[src/rtl/mmc_pkg.sv]
// ----------------------------------------------------------------------------
// mmc_pkg
// Shared types and constants for the magnetometer min/max calibration block.
// ----------------------------------------------------------------------------
`default_nettype none

package mmc_pkg;

  localparam int NLANES    = 3;
  localparam int CFG_W     = 16;
  localparam int CNT_W     = 16;
  localparam int GAIN_W    = 16;
  localparam int GAIN_FRAC = 12;
  localparam int DIV_STEPS = 16;
  localparam int TS_W      = 32;

  localparam logic [CNT_W-1:0] COUNT_MAX = '1;

  localparam logic [CFG_W-1:0] COHERENCY_RESET = 16'd2048;
  localparam logic [CFG_W-1:0] GAIN_RESET      = 16'd6554;
  localparam logic [CFG_W-1:0] ERR_LIMIT_RESET = 16'd100;

  typedef enum logic [1:0] {
    REG_COHERENCY = 2'd0,
    REG_GAIN      = 2'd1,
    REG_ERR_LIMIT = 2'd2
  } cfg_reg_t;

  typedef enum logic [1:0] {
    STAT_OK   = 2'd0,
    STAT_FAIL = 2'd1,
    STAT_ZERO = 2'd2
  } status_t;

  typedef struct packed {
    logic upd;
    logic clear;
    logic load;
    logic step;
  } lane_ctrl_t;

  typedef struct packed {
    logic upd;
    logic sum;
    logic clear;
  } merge_ctrl_t;

endpackage

`default_nettype wire

[src/rtl/mmc_if.sv]
// ----------------------------------------------------------------------------
// mmc_in_if / mmc_out_if
// Valid/ready channels for sensor ticks and calibration results.
// ----------------------------------------------------------------------------
`default_nettype none

interface mmc_in_if #(
  parameter int SAMPLE_BITS = 16
);
  logic                          valid;
  logic                          ready;
  logic [31:0]                   timestamp;
  logic signed [SAMPLE_BITS-1:0] mag_x;
  logic signed [SAMPLE_BITS-1:0] mag_y;
  logic signed [SAMPLE_BITS-1:0] mag_z;
  logic                          last;

  modport source (output valid, timestamp, mag_x, mag_y, mag_z, last, input ready);
  modport sink   (input valid, timestamp, mag_x, mag_y, mag_z, last, output ready);
endinterface

interface mmc_out_if #(
  parameter int SAMPLE_BITS = 16
);
  logic                          valid;
  logic                          ready;
  logic [1:0]                    status;
  logic [15:0]                   error_count;
  logic signed [SAMPLE_BITS-1:0] bias_x;
  logic signed [SAMPLE_BITS-1:0] bias_y;
  logic signed [SAMPLE_BITS-1:0] bias_z;
  logic [15:0]                   gain_x;
  logic [15:0]                   gain_y;
  logic [15:0]                   gain_z;

  modport source (output valid, status, error_count, bias_x, bias_y, bias_z,
                  gain_x, gain_y, gain_z, input ready);
  modport sink   (input valid, status, error_count, bias_x, bias_y, bias_z,
                  gain_x, gain_y, gain_z, output ready);
endinterface

`default_nettype wire

[src/rtl/mmc_lane.sv]
// ----------------------------------------------------------------------------
// mmc_lane
// One axis: min/max/last tracking and a restoring divider for the gain.
// ----------------------------------------------------------------------------
`default_nettype none

module mmc_lane #(
  parameter int SAMPLE_BITS = 16
) (
  input  wire logic                            clk,
  input  wire logic                            rst_n,
  input  wire mmc_pkg::lane_ctrl_t             ctrl,
  input  wire logic signed [SAMPLE_BITS-1:0]   sample,
  input  wire logic [mmc_pkg::CFG_W-1:0]       coherency_limit,
  input  wire logic [mmc_pkg::CFG_W-1:0]       tracking_gain,
  input  wire logic [SAMPLE_BITS+1:0]          total,
  output logic                                 err,
  output logic                                 zero,
  output logic [SAMPLE_BITS-1:0]               range,
  output logic signed [SAMPLE_BITS-1:0]        bias,
  output logic [mmc_pkg::GAIN_W-1:0]           gain
);
  import mmc_pkg::*;

  localparam int B      = SAMPLE_BITS;
  localparam int B1     = B + 1;
  localparam int DW     = B + 2;
  localparam int TW     = B + 3;
  localparam int PW     = B + CFG_W;
  localparam int CW     = (B1 > CFG_W) ? B1 : CFG_W;
  localparam int SH     = DIV_STEPS - GAIN_FRAC;
  localparam int VL_INT = (79 * (1 << (B - 4))) / 10;
  localparam logic signed [B:0] VLIM     = B1'(VL_INT);
  localparam logic signed [B:0] NEG_VLIM = -VLIM;

  logic signed [B-1:0] min_r, max_r, last_r;
  logic                seen_r;

  logic signed [B:0]   s_ext, min_ext, max_ext, last_ext;
  logic signed [B:0]   jump, dmag, diff, bsum;
  logic [B:0]          jabs;
  logic [B-1:0]        step;
  logic [PW-1:0]       prod;
  logic                valid, jump_bad, above, below;

  logic [DW-1:0]        d_r, rem_r, d_calc, rem_nxt;
  logic [DIV_STEPS-1:0] nlo_r, q_r;
  logic                 ovf_r, ge;
  logic [TW-1:0]        trial;

  assign s_ext    = B1'(sample);
  assign min_ext  = B1'(min_r);
  assign max_ext  = B1'(max_r);
  assign last_ext = B1'(last_r);

  assign valid    = (s_ext >= NEG_VLIM) && (s_ext <= VLIM);
  assign jump     = last_ext - s_ext;
  assign jabs     = jump[B] ? unsigned'(-jump) : unsigned'(jump);
  assign jump_bad = CW'(jabs) >= CW'(coherency_limit);
  assign above    = s_ext > max_ext;
  assign below    = s_ext < min_ext;
  assign dmag     = above ? (s_ext - max_ext) : (min_ext - s_ext);
  assign prod     = PW'(tracking_gain) * PW'(dmag[B-1:0]);
  assign step     = prod[PW-1:CFG_W];

  assign err = ctrl.upd && (!valid || (seen_r && jump_bad));

  always_ff @(posedge clk) begin
    if (!rst_n || ctrl.clear) begin
      min_r  <= '0;
      max_r  <= '0;
      last_r <= '0;
      seen_r <= 1'b0;
    end else if (ctrl.upd && valid) begin
      if (!seen_r) begin
        seen_r <= 1'b1;
        last_r <= sample;
        max_r  <= sample;
        min_r  <= sample;
      end else if (!jump_bad) begin
        last_r <= sample;
        if (above) begin
          max_r <= max_r + signed'(step);
        end
        if (below) begin
          min_r <= min_r - signed'(step);
        end
      end
    end
  end

  assign diff  = max_ext - min_ext;
  assign range = diff[B-1:0];
  assign bsum  = max_ext + min_ext;
  assign bias  = bsum[B:1];
  assign zero  = (range == '0);

  assign d_calc  = DW'(range) + (DW'(range) << 1);
  assign trial   = {rem_r, nlo_r[DIV_STEPS-1]};
  assign ge      = trial >= TW'(d_r);
  assign rem_nxt = ge ? DW'(trial - TW'(d_r)) : DW'(trial);

  always_ff @(posedge clk) begin
    if (ctrl.load) begin
      d_r   <= d_calc;
      rem_r <= total >> SH;
      nlo_r <= {total[SH-1:0], GAIN_FRAC'(0)};
      q_r   <= '0;
      ovf_r <= (total >> SH) >= d_calc;
    end else if (ctrl.step) begin
      rem_r <= rem_nxt;
      nlo_r <= nlo_r << 1;
      q_r   <= {q_r[DIV_STEPS-2:0], ge};
    end
  end

  assign gain = zero ? '0 : (ovf_r ? '1 : GAIN_W'(q_r));

endmodule

`default_nettype wire

[src/rtl/mmc_merge.sv]
// ----------------------------------------------------------------------------
// mmc_merge
// Combines lane findings: error count, range total and final status.
// ----------------------------------------------------------------------------
`default_nettype none

module mmc_merge #(
  parameter int SAMPLE_BITS = 16
) (
  input  wire logic                                             clk,
  input  wire logic                                             rst_n,
  input  wire mmc_pkg::merge_ctrl_t                             ctrl,
  input  wire logic [mmc_pkg::NLANES-1:0]                       lane_err,
  input  wire logic [mmc_pkg::NLANES-1:0]                       lane_zero,
  input  wire logic [mmc_pkg::NLANES-1:0][SAMPLE_BITS-1:0]      lane_range,
  input  wire logic [mmc_pkg::CFG_W-1:0]                        error_limit,
  output logic [SAMPLE_BITS+1:0]                                total,
  output logic [mmc_pkg::CNT_W-1:0]                             error_count,
  output mmc_pkg::status_t                                      status
);
  import mmc_pkg::*;

  localparam int TW = SAMPLE_BITS + 2;

  logic [TW-1:0]    total_r, total_nxt;
  logic [CNT_W-1:0] cnt_r, cnt_nxt;
  logic [CNT_W:0]   cnt_sum;
  logic [1:0]       nerr;
  logic             fail;

  always_comb begin
    total_nxt = '0;
    for (int i = 0; i < NLANES; i++) begin
      total_nxt = total_nxt + TW'(lane_range[i]);
    end
  end

  assign nerr    = 2'($countones(lane_err));
  assign cnt_sum = (CNT_W + 1)'(cnt_r) + (CNT_W + 1)'(nerr);
  assign cnt_nxt = cnt_sum[CNT_W] ? COUNT_MAX : cnt_sum[CNT_W-1:0];

  always_ff @(posedge clk) begin
    if (!rst_n || ctrl.clear) begin
      cnt_r <= '0;
    end else if (ctrl.upd) begin
      cnt_r <= cnt_nxt;
    end
  end

  always_ff @(posedge clk) begin
    if (ctrl.sum) begin
      total_r <= total_nxt;
    end
  end

  assign fail        = cnt_r > error_limit;
  assign total       = total_r;
  assign error_count = cnt_r;
  assign status      = fail ? STAT_FAIL : ((|lane_zero) ? STAT_ZERO : STAT_OK);

endmodule

`default_nettype wire

[src/rtl/magnetometer_minmax_calibration_top.sv]
// ----------------------------------------------------------------------------
// magnetometer_minmax_calibration_top
// Hard-iron bias and soft-iron gain from per-axis min/max tracking.
//
//   channel  dir  transfer when     payload
//   in_ch    in   valid && ready    timestamp, mag_x/y/z, last
//   out_ch   out  valid && ready    status, error_count, bias_x/y/z, gain_x/y/z
//   cfg_*    in   cfg_we            cfg_index, cfg_data
//
// A tick is captured while idle, then updates the three axis lanes in ST_UPD.
// A tick with last then passes through the range sum, divider load, 16 restoring
// division steps per lane (one quotient bit a cycle), and the result load.
// The result load waits while the output register holds an untaken result.
// Reset is synchronous and skips the sample, sum, divider and output data.
// ----------------------------------------------------------------------------
`default_nettype none

module magnetometer_minmax_calibration_top #(
  parameter int SAMPLE_BITS = 16
) (
  input  wire logic                         clk,
  input  wire logic                         rst_n,
  mmc_in_if.sink                            in_ch,
  mmc_out_if.source                         out_ch,
  input  wire logic                         cfg_we,
  input  wire logic [1:0]                   cfg_index,
  input  wire logic [mmc_pkg::CFG_W-1:0]    cfg_data
);
  import mmc_pkg::*;

  localparam int B    = SAMPLE_BITS;
  localparam int DC_W = $clog2(DIV_STEPS);
  localparam logic [DC_W-1:0] LAST_STEP = DC_W'(DIV_STEPS - 1);

  typedef enum logic [5:0] {
    ST_IDLE = 6'b000001,
    ST_UPD  = 6'b000010,
    ST_SUM  = 6'b000100,
    ST_LOAD = 6'b001000,
    ST_DIV  = 6'b010000,
    ST_EMIT = 6'b100000
  } state_t;

  state_t state_r, state_nxt;

  logic [CFG_W-1:0] coh_r, gain_cfg_r, err_lim_r;

  logic [TS_W-1:0]           ts_r, prev_ts_r;
  logic [NLANES-1:0][B-1:0]  samp_r;
  logic                      last_r;
  logic [DC_W-1:0]           div_cnt_r;

  logic in_acc, fresh, emit_go;
  lane_ctrl_t  lctrl;
  merge_ctrl_t mctrl;

  logic [NLANES-1:0]              lane_err, lane_zero;
  logic [NLANES-1:0][B-1:0]       lane_range, lane_bias;
  logic [NLANES-1:0][GAIN_W-1:0]  lane_gain;
  logic [B+1:0]                   total;
  logic [CNT_W-1:0]               err_cnt;
  status_t                        status;

  logic                           out_valid_r;
  status_t                        out_status_r;
  logic [CNT_W-1:0]               out_cnt_r;
  logic [NLANES-1:0][B-1:0]       out_bias_r;
  logic [NLANES-1:0][GAIN_W-1:0]  out_gain_r;

  always_ff @(posedge clk) begin
    if (!rst_n) begin
      coh_r      <= COHERENCY_RESET;
      gain_cfg_r <= GAIN_RESET;
      err_lim_r  <= ERR_LIMIT_RESET;
    end else if (cfg_we) begin
      unique case (cfg_index)
        REG_COHERENCY: coh_r      <= cfg_data;
        REG_GAIN:      gain_cfg_r <= cfg_data;
        REG_ERR_LIMIT: err_lim_r  <= cfg_data;
        default: ;
      endcase
    end
  end

  assign in_ch.ready = (state_r == ST_IDLE);
  assign in_acc      = in_ch.valid && in_ch.ready;
  assign fresh       = (ts_r != prev_ts_r);
  assign emit_go     = (state_r == ST_EMIT) && (!out_valid_r || out_ch.ready);

  always_ff @(posedge clk) begin
    if (in_acc) begin
      ts_r      <= in_ch.timestamp;
      samp_r[0] <= in_ch.mag_x;
      samp_r[1] <= in_ch.mag_y;
      samp_r[2] <= in_ch.mag_z;
      last_r    <= in_ch.last;
    end
  end

  always_comb begin
    state_nxt = state_r;
    unique case (state_r)
      ST_IDLE: if (in_acc) state_nxt = ST_UPD;
      ST_UPD:  state_nxt = last_r ? ST_SUM : ST_IDLE;
      ST_SUM:  state_nxt = ST_LOAD;
      ST_LOAD: state_nxt = ST_DIV;
      ST_DIV:  if (div_cnt_r == LAST_STEP) state_nxt = ST_EMIT;
      ST_EMIT: if (emit_go) state_nxt = ST_IDLE;
      default: state_nxt = ST_IDLE;
    endcase
  end

  always_ff @(posedge clk) begin
    if (!rst_n) begin
      state_r   <= ST_IDLE;
      div_cnt_r <= '0;
      prev_ts_r <= '0;
    end else begin
      state_r   <= state_nxt;
      div_cnt_r <= (state_r == ST_DIV) ? div_cnt_r + 1'b1 : '0;
      if (emit_go) begin
        prev_ts_r <= '0;
      end else if (lctrl.upd) begin
        prev_ts_r <= ts_r;
      end
    end
  end

  assign lctrl.upd   = (state_r == ST_UPD) && fresh;
  assign lctrl.clear = emit_go;
  assign lctrl.load  = (state_r == ST_LOAD);
  assign lctrl.step  = (state_r == ST_DIV);

  assign mctrl.upd   = lctrl.upd;
  assign mctrl.sum   = (state_r == ST_SUM);
  assign mctrl.clear = emit_go;

  for (genvar i = 0; i < NLANES; i++) begin : g_lane
    mmc_lane #(.SAMPLE_BITS(SAMPLE_BITS)) u_lane (
      .clk             (clk),
      .rst_n           (rst_n),
      .ctrl            (lctrl),
      .sample          (signed'(samp_r[i])),
      .coherency_limit (coh_r),
      .tracking_gain   (gain_cfg_r),
      .total           (total),
      .err             (lane_err[i]),
      .zero            (lane_zero[i]),
      .range           (lane_range[i]),
      .bias            (lane_bias[i]),
      .gain            (lane_gain[i])
    );
  end

  mmc_merge #(.SAMPLE_BITS(SAMPLE_BITS)) u_merge (
    .clk         (clk),
    .rst_n       (rst_n),
    .ctrl        (mctrl),
    .lane_err    (lane_err),
    .lane_zero   (lane_zero),
    .lane_range  (lane_range),
    .error_limit (err_lim_r),
    .total       (total),
    .error_count (err_cnt),
    .status      (status)
  );

  always_ff @(posedge clk) begin
    if (!rst_n) begin
      out_valid_r <= 1'b0;
    end else if (emit_go) begin
      out_valid_r <= 1'b1;
    end else if (out_ch.ready) begin
      out_valid_r <= 1'b0;
    end
  end

  always_ff @(posedge clk) begin
    if (emit_go) begin
      out_status_r <= status;
      out_cnt_r    <= err_cnt;
      out_bias_r   <= (status == STAT_FAIL) ? '0 : lane_bias;
      out_gain_r   <= (status == STAT_FAIL) ? '0 : lane_gain;
    end
  end

  assign out_ch.valid       = out_valid_r;
  assign out_ch.status      = out_status_r;
  assign out_ch.error_count = out_cnt_r;
  assign out_ch.bias_x      = signed'(out_bias_r[0]);
  assign out_ch.bias_y      = signed'(out_bias_r[1]);
  assign out_ch.bias_z      = signed'(out_bias_r[2]);
  assign out_ch.gain_x      = out_gain_r[0];
  assign out_ch.gain_y      = out_gain_r[1];
  assign out_ch.gain_z      = out_gain_r[2];

endmodule

`default_nettype wire

[src/flat_wrapper.sv]
// flat-port wrapper written by rule: the top's interface ports become plain ports
module magnetometer_minmax_calibration_top_flat import mmc_pkg::*;
#(
  parameter int SAMPLE_BITS = 16
)
  (clk, rst_n, cfg_we, cfg_index, cfg_data, in_ch_valid, in_ch_timestamp, in_ch_mag_x, in_ch_mag_y, in_ch_mag_z, in_ch_last, in_ch_ready, out_ch_valid, out_ch_status, out_ch_error_count, out_ch_bias_x, out_ch_bias_y, out_ch_bias_z, out_ch_gain_x, out_ch_gain_y, out_ch_gain_z, out_ch_ready);
  mmc_in_if #(.SAMPLE_BITS(SAMPLE_BITS)) in_ch_i ();
  mmc_out_if #(.SAMPLE_BITS(SAMPLE_BITS)) out_ch_i ();
  input  wire logic clk;
  input  wire logic rst_n;
  input  wire logic cfg_we;
  input  wire logic [1:0] cfg_index;
  input  wire logic [mmc_pkg::CFG_W-1:0] cfg_data;
  input wire logic [$bits(in_ch_i.valid)-1:0] in_ch_valid;
  input wire logic [$bits(in_ch_i.timestamp)-1:0] in_ch_timestamp;
  input wire logic [$bits(in_ch_i.mag_x)-1:0] in_ch_mag_x;
  input wire logic [$bits(in_ch_i.mag_y)-1:0] in_ch_mag_y;
  input wire logic [$bits(in_ch_i.mag_z)-1:0] in_ch_mag_z;
  input wire logic [$bits(in_ch_i.last)-1:0] in_ch_last;
  output wire logic [$bits(in_ch_i.ready)-1:0] in_ch_ready;
  output wire logic [$bits(out_ch_i.valid)-1:0] out_ch_valid;
  output wire logic [$bits(out_ch_i.status)-1:0] out_ch_status;
  output wire logic [$bits(out_ch_i.error_count)-1:0] out_ch_error_count;
  output wire logic [$bits(out_ch_i.bias_x)-1:0] out_ch_bias_x;
  output wire logic [$bits(out_ch_i.bias_y)-1:0] out_ch_bias_y;
  output wire logic [$bits(out_ch_i.bias_z)-1:0] out_ch_bias_z;
  output wire logic [$bits(out_ch_i.gain_x)-1:0] out_ch_gain_x;
  output wire logic [$bits(out_ch_i.gain_y)-1:0] out_ch_gain_y;
  output wire logic [$bits(out_ch_i.gain_z)-1:0] out_ch_gain_z;
  input wire logic [$bits(out_ch_i.ready)-1:0] out_ch_ready;
  assign in_ch_i.valid = in_ch_valid;
  assign in_ch_i.timestamp = in_ch_timestamp;
  assign in_ch_i.mag_x = in_ch_mag_x;
  assign in_ch_i.mag_y = in_ch_mag_y;
  assign in_ch_i.mag_z = in_ch_mag_z;
  assign in_ch_i.last = in_ch_last;
  assign in_ch_ready = in_ch_i.ready;
  assign out_ch_valid = out_ch_i.valid;
  assign out_ch_status = out_ch_i.status;
  assign out_ch_error_count = out_ch_i.error_count;
  assign out_ch_bias_x = out_ch_i.bias_x;
  assign out_ch_bias_y = out_ch_i.bias_y;
  assign out_ch_bias_z = out_ch_i.bias_z;
  assign out_ch_gain_x = out_ch_i.gain_x;
  assign out_ch_gain_y = out_ch_i.gain_y;
  assign out_ch_gain_z = out_ch_i.gain_z;
  assign out_ch_i.ready = out_ch_ready;
  magnetometer_minmax_calibration_top #(.SAMPLE_BITS(SAMPLE_BITS)) u_core (.clk(clk), .rst_n(rst_n), .in_ch(in_ch_i), .out_ch(out_ch_i), .cfg_we(cfg_we), .cfg_index(cfg_index), .cfg_data(cfg_data));
endmodule
[config.mk]
export PLATFORM = sky130hd
export DESIGN_NAME = magnetometer_minmax_calibration_top_flat
export DESIGN_NICKNAME = d
export VERILOG_FILES = /design/src/rtl/mmc_pkg.sv /design/src/rtl/mmc_if.sv /design/src/rtl/mmc_lane.sv /design/src/rtl/mmc_merge.sv /design/src/rtl/magnetometer_minmax_calibration_top.sv /design/src/flat_wrapper.sv
export SDC_FILE = /design/constraint.sdc
export NUM_CORES = 2
export LEC_CHECK = 0
export ABC_AREA = 1
export BUFFER_PORTS_ARGS = -buffer_cell sky130_fd_sc_hd__buf_2
export CORE_MARGIN = 2
export CORE_UTILIZATION = 47
export DETAILED_ROUTE_END_ITERATION = 10
export SLEW_MARGIN = 20
export SYNTH_ARGS = -nofsm -noshare
export SYNTH_HDL_FRONTEND = slang
export SYNTH_SLANG_ARGS = --single-unit
export TNS_END_PERCENT = 30
[constraint.sdc]
create_clock -name clk -period 26.1 [get_ports clk]
set_input_delay 0 -clock clk [delete_from_list [all_inputs] [get_ports clk]]
set_output_delay 0 -clock clk [all_outputs]
set_load 0.03 [all_outputs]
# == Word-level counts from Yosys, hierarchy flattened ==
# Index checks and enable logic that the tools add are counted.
# classes
add_sub_neg,36
mul,3
order_cmp,22
eq_ne,23
mux,58
n_bitwise,1
reduce_logical,50
# op_table
op,count
16-bit 2-to-1 mux,37
16-bit subtractor,12
16-bit by 16-bit multiplier with 32-bit output,3
14-bit 2-to-1 mux,6
16-bit by 16-bit adder with 17-bit output,4
16-bit greater-than comparator,4
19-bit by 18-bit greater-or-equal comparator with 1-bit output,3
16-bit by 17-bit adder with 18-bit output,3
14-bit by 18-bit greater-or-equal comparator with 1-bit output,3
18-bit 2-to-1 mux,3
18-bit subtractor,3
17-bit by 16-bit greater-or-equal comparator with 1-bit output,3
17-bit 2-to-1 mux,3
17-bit negation,3
16-bit by 16-bit subtractor with 17-bit output,3
16-bit adder,3
"16-bit greater-or-equal comparator, second input constant",3
"16-bit <= comparator, second input constant",3
16-bit logical NOT,3
16-bit < comparator,3
6-bit one-hot mux with 6 select lines,1
32-bit != test,1
3-bit AND reduction,7
17-bit by 16-bit adder with 18-bit output,1
other kinds (28),75
# totals
register_bits,638
input_bits,104
output_inout_bits,116

# == Logic depth before layout (Yosys ltp) ==
# depth
depth_word,11
depth_mapped,59
mapped_depth_nobuf,59

# == By module ==
# From an unflattened synthesis, not the netlist that was laid out.
# hier_totals
hier_cells,9733
area_unflattened_um2,75047.0
# by_module_without_submodules
module,instances,cells_per_inst,area_each_um2,seq_area_each_um2
mmc_lane at u_core.g_lane[1].u_lane,1,2763,20454.6,2492.4
mmc_lane at u_core.g_lane[2].u_lane,1,2810,20454.6,2492.4
mmc_lane at u_core.g_lane[0].u_lane,1,2784,20322.0,2492.4
magnetometer_minmax_calibration_top,1,977,10628.9,7677.4
mmc_merge,1,399,3186.8,860.8

# == Worst setup path before layout ==
# Ideal clock, no wire load.
# synth_timing
path_type,flip-flop to flip-flop
start,reg u_core.samp_r[32] (netlist bit)
end,reg u_core.g_lane[2].u_lane.min_r[15]
setup_ps,70
arrival_ps,9181
setup_slack_ps,16849
path_stages_with_launch,54
n_path_buf,2
synth_period_minus_slack_ps,9251
cell_sequence,edfxtp_1 inv_1 ha_1 fa_1 inv_1 nand2_1 nand2_1 nand3_1 nand2_2 nand2_1 nand3_2 nand3_4 inv_1 clkbuf_1 nand2_1 nand2_1 clkbuf_1 nor2_1 [18 not listed] ha_1 nand3_1 nand2_1 nand2_1 nand2_1 a21oi_1 o21ai_0 inv_1 o21a_1 o21ai_0 nand3_1 nand3_1 nand2_1 nand2_1 inv_1 nand3_1 nand3_1 a21oi_1
# synth_via
elab_chain_cells,7
elab_cells_between_ends,21
classes_between,add/sub: 5; mul: 1; order compare: 5; eq/ne: 2; mux: 5; reduce/logical: 3
# synth_rtl
item,line,rtl
from (decl),magnetometer_minmax_calibration_top.sv:49,logic [NLANES-1:0][B-1:0] samp_r;
16-bit subtractor / 16-bit greater-than comparator (equally long branches),"mmc_lane.sv:62, mmc_lane.sv:60",
16-bit 2-to-1 mux,mmc_lane.sv:62,assign dmag = above ? (s_ext - max_ext) : (min_ext - s_ext);
16-bit by 16-bit multiplier with 32-bit output,mmc_lane.sv:63,assign prod = PW'(tracking_gain) * PW'(dmag[B-1:0]);
16-bit subtractor,mmc_lane.sv:86,min_r <= min_r - signed'(step);
16-bit 2-to-1 mux,mmc_lane.sv:85,if (below) begin
16-bit 2-to-1 mux,mmc_lane.sv:80,end else if (!jump_bad) begin
16-bit 2-to-1 mux,mmc_lane.sv:75,if (!seen_r) begin
to (signal assigned),mmc_lane.sv:79,min_r <= sample;
to (signal assigned),mmc_lane.sv:86,
to (decl),mmc_lane.sv:36,"logic signed [B-1:0] min_r, max_r, last_r;"
# Parallel ways exist; a longest one is shown, timed or not. The select of a mux whose other input is x is not followed.
# A chain may end at the register's enable or synchronous reset.

# == Worst setup path in the final report ==
# layout_timing
start,reg u_core.samp_r[17] (netlist bit)
end,reg u_core.g_lane[1].u_lane.min_r[13]
# layout_via
elab_chain_cells,7
elab_cells_between_ends,21
classes_between,add/sub: 5; mul: 1; order compare: 5; eq/ne: 2; mux: 5; reduce/logical: 3
# layout_rtl
item,line
16-bit subtractor / 16-bit greater-than comparator (equally long branches),"mmc_lane.sv:62, mmc_lane.sv:60"
16-bit 2-to-1 mux,mmc_lane.sv:62
16-bit by 16-bit multiplier with 32-bit output,mmc_lane.sv:63
16-bit subtractor,mmc_lane.sv:86
16-bit 2-to-1 mux,mmc_lane.sv:85
16-bit 2-to-1 mux,mmc_lane.sv:80
16-bit 2-to-1 mux,mmc_lane.sv:75
to (signal assigned),mmc_lane.sv:79
to (signal assigned),mmc_lane.sv:86
to (decl),mmc_lane.sv:36
# Parallel ways exist; a longest one is shown, timed or not. The select of a mux whose other input is x is not followed.

==> metrics.txt <==
Max stage delay on crit path=approximately 560 ps; Pins Over Slew Limit=0; WL/cell=around 22 um; Die ar.=roughly 0.16 mm2; post-synthesis cell count=approximately 9400; Post-synth EDFFs=316; Area Overhead vs Synth=10.4%; initial core utilization=a little under half; core box area=about 0.15 mm2; Mapped Area=approximately 0.073 mm2; Worst setup EP type=flip-flop; fmax=0.0879 GHz; FF+latch count, synth=630; FP Rows=approximately 140; H-tree levels=3; CP startpoint=u_core.samp_r[17]; DRC viols=0; Setup CP Type=flip-flop to flip-flop; # port buffers=219; nets@finish=~11000; Post-DRT Antenna Nets=0; gr ovfl total=0; Hold Crit Class=primary input to flip-flop; starting DRC count in detailed routing=~4800; clock skew=61.6 ps; WP data required=26690 ps; io pins=220; global placer's final weighted congestion=between 0.9 and 1; First-pass DRT Iterations=6; total global-route track usage=~32%; Final Hold Fails=0; post-synth net total=~11000; fin util=52.3%; Final Cycle Share=43.6%; TritonCTS Buffers=79; total of max-cap violations=0; Setup Viol. Count Final=0; first-pass GRT wire length=~390000 um; vias in the first global route=between 60000 and 70000; Sink Count=630; largest net degree at the start of global routing=between 100 and 150; Crit-path slowest cell=fa_1; DIE HEIGHT=399 um; Vias/cell=between 5 and 6; Synth warnings=0; worst-case clock buffer depth=3; total negative slack=0 ps; Final min period=roughly 11000 ps; status=complete, no violations; crit-path most repeated cell=nand2_1; initial antenna violation count=14; Die Width=roughly 400 um; RSZ-0062 raised after global routing=no; CTS tree=built; Top FF cell, synth=edfxtp_1; worst skew pair latency=around 700 ps; Crit path arrival time=between 10000 and 15000 ps; fraction of registers with async set/reset=0%; hold_sp=in_ch_mag_x[13]; sequential-to-total area share from yosys stat=21.5%; worst relative slew slack=22.7%; clock-pin slew on the worst setup and hold paths=approximately 60 ps; actual slew at the worst max-slew pin=between 1000 and 1500 ps; Synth cell types=between 70 and 80; post-DP HPWL=about 200000 um; Root Driver=clkbuf_16; Startpoint Class=flip-flop; Post-Syn Area per Cell=slightly below 8 um2; share of layout cells above drive strength 1=under 10%; reg2reg start=u_core.samp_r[17]; total number of vias=around 64000; Routed WL=~250000 um; CP Max Fanout=22
registers in the layout (all words and copies together) (netlist names), 18 cells and up:
signal and cells:
u_core.g_lane.u_lane.q_r 48, u_core.g_lane.u_lane.max_r 48, u_core.prev_ts_r 32, u_core.g_lane.u_lane.last_r 48
u_core.u_merge.total 18, u_core.g_lane.u_lane.d_r 54, u_core.g_lane.u_lane.min_r 48, u_core.g_lane.u_lane.rem_r 54
u_core.samp_r 48, u_core.ts_r 32
layout by cell type (no fill, tap or decap), types with 33 or more instances in the layout:
cell type	instances
nand4_1	65
clkinv_1	38
nand2_1	1682
dfxtp_1	313
a31oi_1	33
a21oi_1	758
nor3_1	97
edfxtp_1	316
fa_1	625
buf_2	219
buf_4	65
o21ai_0	490
o21ai_1	49
nand3_1	305
a21oi_2	34
inv_1	1743
nand2_2	46
o22ai_1	57
dlygate4sd3_1	173
xor2_1	271
xnor2_1	111
ha_1	892
clkbuf_16	81
nor2_1	854
o21bai_1	60
final timing paths:
path / cells past startpoint / to / slack (ps)
hold / removal: 2 / u_core.samp_r[13] / 40
setup reg to reg: 52 / u_core.g_lane[1].u_lane.min_r[13] / 14730
setup / recovery: 52 / u_core.g_lane[1].u_lane.min_r[13] / 14730
hold reg to reg: 0 / u_core.out_ch.error_count[0] / 420
cell type report:
cell class	count	area, um2
Fill cell	14900	73600
Multi-Input combinational cell	6760	49700
Sequential cell	630	15800
Inverter	1782	6690
Timing Repair Buffer	458	3340
Tap cell	2044	2560
Clock buffer	101	2130
Clock inverter	45	566
Antenna cell	10	25.0
metrics by stage:
stage	cells	worst slack, ps	instance area [um2]	hold slack [ps]
2_1_floorplan	9408	16850	73200	98.9
3_3_place_gp	11500	14880	76400	177
3_5_place_dp	11500	14910	76400	178
4_1_cts	11800	14800	80800	1.42
5_1_grt	11800	13820	80800	18.6
6_report	11800	14730	80800	36.3
kinds of logic (layout without fill, tap and decap cells):
| family | count (synthesis) | count (layout) | synth area share (%) |
|---|---|---|---|
| xor+xnor | 388 | 388 | 4.70 |
| compound gates | 1686 | 1686 | 12.9 |
| fa+ha+maj | 1517 | 1517 | 32.3 |
| simple gates | 3169 | 3169 | 17.9 |
| other cells | 0 | 10 | 0 |
| buf+inv | 2018 | 2386 | 10.6 |
| flops | 630 | 630 | 21.5 |
Yosys cell counts (6+ instances only):
cell type	number	area share (%)
xor2_1	271	3.2
a21boi_0	12	0.12
a21oi_2	34	0.41
clkbuf_1	181	0.93
nand2_1	1686	8.6
nand3_4	6	0.14
o31ai_1	19	0.19
nand3_1	305	2.1
o211ai_1	32	0.33
o21a_1	25	0.26
edfxtp_1	316	13
o21ai_1	49	0.33
buf_1	6	0.031
a31oi_1	33	0.28
o21ai_2	6	0.072
or2_2	29	0.25
a21oi_1	758	5.2
o21ai_0	490	3.3
nor2_1	857	4.4
a211oi_1	17	0.17
inv_1	1744	8.9
ha_1	892	15
a21o_1	30	0.31
buf_6	12	0.18
o21bai_1	60	0.62
xnor2_1	111	1.3
nor4_1	29	0.25
nor3_1	97	0.66
dfxtp_1	314	8.6
o22ai_1	57	0.49
inv_2	9	0.046
or2_1	7	0.060
buf_2	23	0.16
buf_4	11	0.11
nand3_2	6	0.082
a221oi_1	8	0.096
clkinv_1	28	0.14
nand3b_1	11	0.11
o311ai_0	7	0.084
o2111ai_1	15	0.18
o221ai_1	10	0.12
nand2_2	43	0.37
fa_1	625	17
nand4_1	65	0.56
worst max-delay path: cells and delay by family (launching register included):
family | cells | cell delay, ps
buffers and inverters | 11 | 1660
AOI/OAI and AO/OA | 6 | 1470
and+or+nand+nor | 25 | 3100
DFF | 1 | 440
adders and majority gates | 9 | 4220
xor gates and xnor gates | 1 | 350
timing repair:
| action | 4_1_cts | 5_1_grt |
|---|---|---|
| endpoints found under the hold margin | 134 | 0 |
| setup buffers | 0 | 0 |
| resized for setup | 0 | 0 |
| hold buffers | 173 | 0 |
routing by layer:
layer / share of wire (%) / GRT usage [%] / vias to the layer above
li1: - / - / 30800
met1: 41 / 40.6 / 30900
met2: 46 / 53.1 / 2157
met3: 6.6 / 4.98 / 490
met4: 6.0 / 15.9 / 8
met5: 0.020 / 0 / -
Power is not shown: default switching activity piles up to over one toggle a cycle in this logic, so the estimate is an artifact.
